[config.mk]
export PLATFORM = sky130hd
export DESIGN_NAME = cht_ctrl
export DESIGN_NICKNAME = d
export VERILOG_FILES = /design/src/rtl/cht_pkg.sv /design/src/rtl/cht_ctrl.sv
export SDC_FILE = /design/constraint.sdc
export NUM_CORES = 1
export LEC_CHECK = 0
export BUFFER_PORTS_ARGS = -buffer_cell sky130_fd_sc_hd__buf_2
export CORE_AREA = 2 2 44 46
export CTS_BUF_LIST = sky130_fd_sc_hd__clkbuf_8
export CTS_CLUSTER_DIAMETER = 150
export DETAILED_ROUTE_END_ITERATION = 12
export DIE_AREA = 0 0 46 48
export PLACE_DENSITY = 0.68
export SKIP_LAST_GASP = 1
export SLEW_MARGIN = 20
export SYNTH_ARGS = -nofsm -noshare
export SYNTH_HDL_FRONTEND = slang
export SYNTH_SLANG_ARGS = --single-unit
export TNS_END_PERCENT = 20
[constraint.sdc]
create_clock -name clk -period 5.8 [get_ports clk]
set_input_delay 0.58 -clock clk [delete_from_list [all_inputs] [get_ports clk]]
set_output_delay 0.58 -clock clk [all_outputs]
set_load 0.01 [all_outputs]
[src/rtl/cht_pkg.sv]
// shared types, constants and the key mix function for the chained hash table
`timescale 1ns / 1ps
`default_nettype none

package cht_pkg;

    localparam int DEF_BUCKETS = 1024;
    localparam int DEF_ENTRIES = 1024;

    // shift amounts of the key mix
    localparam int SH_A = 21;
    localparam int SH_B = 24;
    localparam int SH_C = 3;
    localparam int SH_D = 8;
    localparam int SH_E = 14;
    localparam int SH_F = 2;
    localparam int SH_G = 4;
    localparam int SH_H = 28;
    localparam int SH_I = 31;

    localparam logic [1:0] HASH_LAST_STEP = 2'd3;

    typedef enum logic [1:0] {
        OP_INSERT = 2'd0,
        OP_FIND   = 2'd1,
        OP_CLEAR  = 2'd2,
        OP_NONE   = 2'd3
    } cht_op_t;

    typedef enum logic [1:0] {
        ST_HIT  = 2'd0,
        ST_MISS = 2'd1,
        ST_FULL = 2'd2
    } cht_status_t;

    typedef struct packed {
        logic        load;
        logic        hash_en;
        logic        head_rd;
        logic        ent_rd_head;
        logic        ent_miss;
        logic        val_upd;
        logic        alloc_wr;
        logic        link_wr;
        logic        sweep_wr;
        logic        free_clr;
        logic        rsp_en;
        cht_status_t rsp_status;
        logic        rsp_val;
    } cht_cmd_t;

    typedef struct packed {
        logic hash_last;
        logic head_valid;
        logic key_hit;
        logic link_ok;
        logic pool_full;
        logic sweep_done;
    } cht_stat_t;

    // one of four mix rounds, each one wide add chain, plus an xor in all but the first
    function automatic logic [63:0] cht_hash_step(input logic [63:0] h,
                                                  input logic [1:0]  step);
        logic [63:0] g;
        logic [63:0] r;
        begin
            g = '0;
            r = '0;
            unique case (step)
                2'd0:
                begin
                    r = (~h) + (h << SH_A);
                end
                2'd1:
                begin
                    g = h ^ (h >> SH_B);
                    r = g + (g << SH_C) + (g << SH_D);
                end
                2'd2:
                begin
                    g = h ^ (h >> SH_E);
                    r = g + (g << SH_F) + (g << SH_G);
                end
                2'd3:
                begin
                    g = h ^ (h >> SH_H);
                    r = g + (g << SH_I);
                end
            endcase
            return r;
        end
    endfunction

endpackage

`default_nettype wire

[src/rtl/cht_ctrl.sv]
// controller: sequences hashing, chain walk, append and head-memory sweep
`timescale 1ns / 1ps
`default_nettype none

module cht_ctrl
    import cht_pkg::*;
(
    input  wire logic      clk,
    input  wire logic      rst_n,
    input  wire logic      start,
    input  wire logic [1:0] opcode,
    input  wire cht_stat_t stat,
    output logic           busy,
    output cht_cmd_t       cmd
);

    typedef enum logic [7:0] {
        S_SWEEP = 8'b0000_0001,
        S_IDLE  = 8'b0000_0010,
        S_HASH  = 8'b0000_0100,
        S_HEAD  = 8'b0000_1000,
        S_HCHK  = 8'b0001_0000,
        S_ECHK  = 8'b0010_0000,
        S_ALLOC = 8'b0100_0000,
        S_LINK  = 8'b1000_0000
    } cht_state_t;

    cht_state_t state_reg, state_next;
    cht_op_t    op_reg, op_next;

    assign busy = (state_reg != S_IDLE);

    always_comb
    begin
        cmd        = '0;
        state_next = state_reg;
        op_next    = op_reg;
        unique case (state_reg)
            S_SWEEP:
            begin
                cmd.sweep_wr = 1'b1;
                if (stat.sweep_done)
                begin
                    state_next = S_IDLE;
                end
            end
            S_IDLE:
            begin
                if (start)
                begin
                    cmd.load = 1'b1;
                    op_next  = cht_op_t'(opcode);
                    unique case (cht_op_t'(opcode))
                        OP_CLEAR:
                        begin
                            cmd.rsp_en     = 1'b1;
                            cmd.rsp_status = ST_HIT;
                            cmd.free_clr   = 1'b1;
                            state_next     = S_SWEEP;
                        end
                        OP_NONE:
                        begin
                            cmd.rsp_en     = 1'b1;
                            cmd.rsp_status = ST_HIT;
                        end
                        OP_INSERT, OP_FIND:
                        begin
                            state_next = S_HASH;
                        end
                    endcase
                end
            end
            S_HASH:
            begin
                cmd.hash_en = 1'b1;
                if (stat.hash_last)
                begin
                    state_next = S_HEAD;
                end
            end
            S_HEAD:
            begin
                cmd.head_rd = 1'b1;
                state_next  = S_HCHK;
            end
            S_HCHK, S_ECHK:
            begin
                if (state_reg == S_HCHK && stat.head_valid)
                begin
                    cmd.ent_rd_head = 1'b1;
                    state_next      = S_ECHK;
                end
                else if (state_reg == S_ECHK && stat.key_hit)
                begin
                    cmd.val_upd    = (op_reg == OP_INSERT);
                    cmd.rsp_en     = 1'b1;
                    cmd.rsp_status = ST_HIT;
                    cmd.rsp_val    = (op_reg == OP_FIND);
                    state_next     = S_IDLE;
                end
                else if (state_reg == S_ECHK && stat.link_ok)
                begin
                    cmd.ent_miss = 1'b1;
                end
                else
                begin
                    // end of chain reached without a match
                    cmd.ent_miss = (state_reg == S_ECHK);
                    if (op_reg == OP_FIND)
                    begin
                        cmd.rsp_en     = 1'b1;
                        cmd.rsp_status = ST_MISS;
                        state_next     = S_IDLE;
                    end
                    else if (stat.pool_full)
                    begin
                        cmd.rsp_en     = 1'b1;
                        cmd.rsp_status = ST_FULL;
                        state_next     = S_IDLE;
                    end
                    else
                    begin
                        state_next = S_ALLOC;
                    end
                end
            end
            S_ALLOC:
            begin
                cmd.alloc_wr = 1'b1;
                state_next   = S_LINK;
            end
            S_LINK:
            begin
                cmd.link_wr    = 1'b1;
                cmd.rsp_en     = 1'b1;
                cmd.rsp_status = ST_MISS;
                state_next     = S_IDLE;
            end
            default:
            begin
                state_next = S_IDLE;
            end
        endcase
    end

    always_ff @(posedge clk or negedge rst_n)
    begin
        if (!rst_n)
        begin
            state_reg <= S_SWEEP;
            op_reg    <= OP_NONE;
        end
        else
        begin
            state_reg <= state_next;
            op_reg    <= op_next;
        end
    end

endmodule

`default_nettype wire

==> impl_metrics.toml <==
[clock_tree]
cts_buffer_depth = 2
cts_root_buf = "clkbuf_8"
post_cts_resized = 0
cts_hold_buf = 0
clkLatencyLatePin_ns = 0.24
postCtsSetupBuffers = 0
cts_tree = "built"
htreeDepth = 1
cts_sinks = 10
clkTransAtPathRegs_ns = 0.05
cts_buffers = 3

[worst_setup_path]
critPathSlowestCell = "or4_4"
cp-start-kind = "flop"
worst-setup-path-type = "flop to primary output"
crit_family = "simple AND/OR/NAND/NOR gates"
path_max_fanout = 7
crit_arrival_ns = 2.15
crit_chain = "or4_4, nor3_1, nand4_1, nand2_1, nand3_1, buf_2"
slowest_delay_ns = 0.56
required_ns = 5.22
cp_num_buf_inv = 1
endpoint_kind = "primary output"

[global_routing]
grt_pass1_vias = 606
grt_pass1_wl_microns = 2550
grt_max_degree = 11
antenna_found_initial = 0
gr-total-overflow = 0
grt.total_usage = 0.167

[power]
pwr-share-seq = 0.339
ir_worst_vdd_mv = 0.187
p_int_uw = 208
finalPower_uw = 327
combPwrFrac = 0.392
leakagePower_nw = 0.464
power_density_nw_per_um2 = 362
p_switching_uw = 118
p_clk_frac = 0.269
netSwitchingFraction = 0.362

[flow_run]
drv_cap = 0

[floorplanning]
die-area_sq_um = 2210
die_h_microns = 48
core_area_sq_um = 1690
start_util = 0.414
io-pin-count = 26
fp-row-count = 15
die_w_microns = 46

[sta]
slew_violations = 0
min_period_over_period = 0.470
rsz0062_at_grt = "no"
worst_slack_ns = 3.07
setup_tns_ns = 0
report.final.setup_viol = 0
skew_ns = 0.00336
fmaxAchievable_mhz = 367
worstMarginPinSlew_ns = 0.503
relSlewSlack = 0.662
hold_viol = 0
period_minus_slack_ns = 2.73

[logic_synthesis]
synth_edf_count = 0
synth_seq_cells = 10
yosysUniqueCellTypes = 36
synth.avg_cell_area_sq_um = 8.85
syn_inst = 79
syn_nets = 90
yosys_warnings = 0
ys_async_sr_fraction = 1.00
ys.flop_type = "dfrtp_1"
seq_area_frac_synth = 0.363
synth_area_sq_um = 699

[detailed_routing]
drt_iter0_drc = 25
wl_met3_microns = 87
wl_per_cell_microns = 13.7
wl_met1_microns = 774
ant_nets = 0
wl_microns = 1710
topRoutingLayerUsed = "met4"
drc = 0
firstDrtPassIters = 4
route.met2.wl_microns = 776
via_per_inst = 5.90
vias = 737

[outcome]
status = "finished, final reports clean"

[finish]
largest_register_ffs = 8
final_area_sq_um = 901
drive_gt1_frac = 0.370
most-common-layout-cells = "buf_2, nand2_1, dfrtp_1, inv_1"
layout_commonest_cell = "buf_2"
area_delta_synth_final_pct = 28.8
multi_input_area_sq_um = 423
stdcell_count = 125
seqCellArea_sq_um = 254
fillers = 166
fin_nets = 120
antenna_cells = 0

[placement]
dp.cells = 121
place_ws_ns = 3.36
gp_congestion = 0.859
placed_cell_area_sq_um = 846
numPortBuffers = 25
dp_hpwl_microns = 1310

[worst_hold_path]
hp-class = "input pin to async pin"
metal layers:
layer,up-vias,GRT usage
met5,-,0
met4,0,0.103
met3,11,0.0377
met2,32,0.267
met1,336,0.205
li1,358,-
path summary, 6_finish.rpt:
check                               end  slack, ns  depth (start not counted)         start
min                        state_reg[1]       0.19                          1         rst_n
max in group asynchronous  state_reg[0]       5.36                          1         rst_n
max                              cmd[3]       3.07                          6  state_reg[6]
min reg2reg                   op_reg[0]       0.47                          2     op_reg[0]
max reg2reg                state_reg[1]       3.82                          4  state_reg[6]
min in group clk              op_reg[0]       0.47                          2     op_reg[0]
area by class of cell:
| cell class | instances | area share |
|---|---|---|
| timing repair buffer | 25 | 0.139 |
| clock buffer | 4 | 0.0611 |
| inverter | 6 | 0.0250 |
| tap | 17 | 0.0236 |
| sequential | 10 | 0.282 |
| multi-input combinational | 63 | 0.469 |
power groups by stage:
stage	sequential, mW	clock [mW]	combinational (mW)
finish	0.111	0.0878	0.128
global route	0.112	0.0924	0.143
CTS	0.110	0.0899	0.128
detailed placement	0.111	0	0.127
global placement	0.109	0	0.126
floorplan	0.105	0	0.0954
cell families after synthesis:
kind of cell,synth area share
buf+inv,0.0322
flops,0.363
simple gates,0.444
xor+xnor,0.0125
compound gates,0.148
cell usage after synthesis, types with 2 or more instances:
cell type	instances	area, sq um
nor2b_1	3	18.8
nand2_1	9	33.8
inv_1	6	22.5
nor2_1	4	15.0
dfrtp_1	7	175
nand3_1	2	10.0
a31oi_1	2	12.5
nand2b_1	4	25.0
o21ai_1	2	10.0
nor3b_1	2	15.0
o2bb2ai_1	2	17.5
nand4_1	2	12.5
and4b_1	3	30.0
dfstp_2	3	78.8
nor3_1	4	20.0
o21ai_0	4	20.0
worst reg2reg max path, cell delays in order, from the launching register on:
cell and delay (ns):
dfrtp_1 0.43, or4_4 0.56, or4b_4 0.53, a31oi_1 0.15, a41oi_1 0.16
metrics by stage:
| step | hold slack [ns] | utilization |
|---|---|---|
| final | 0.191 | 0.533 |
| after floorplan | 0.284 | - |
| after detailed placement | 0.454 | 0.501 |
| after global routing | 0.213 | 0.533 |
| after global placement | 0.453 | 0.501 |
| after CTS | 0.196 | 0.533 |
Note: power is estimated with default switching activity, not from simulation.
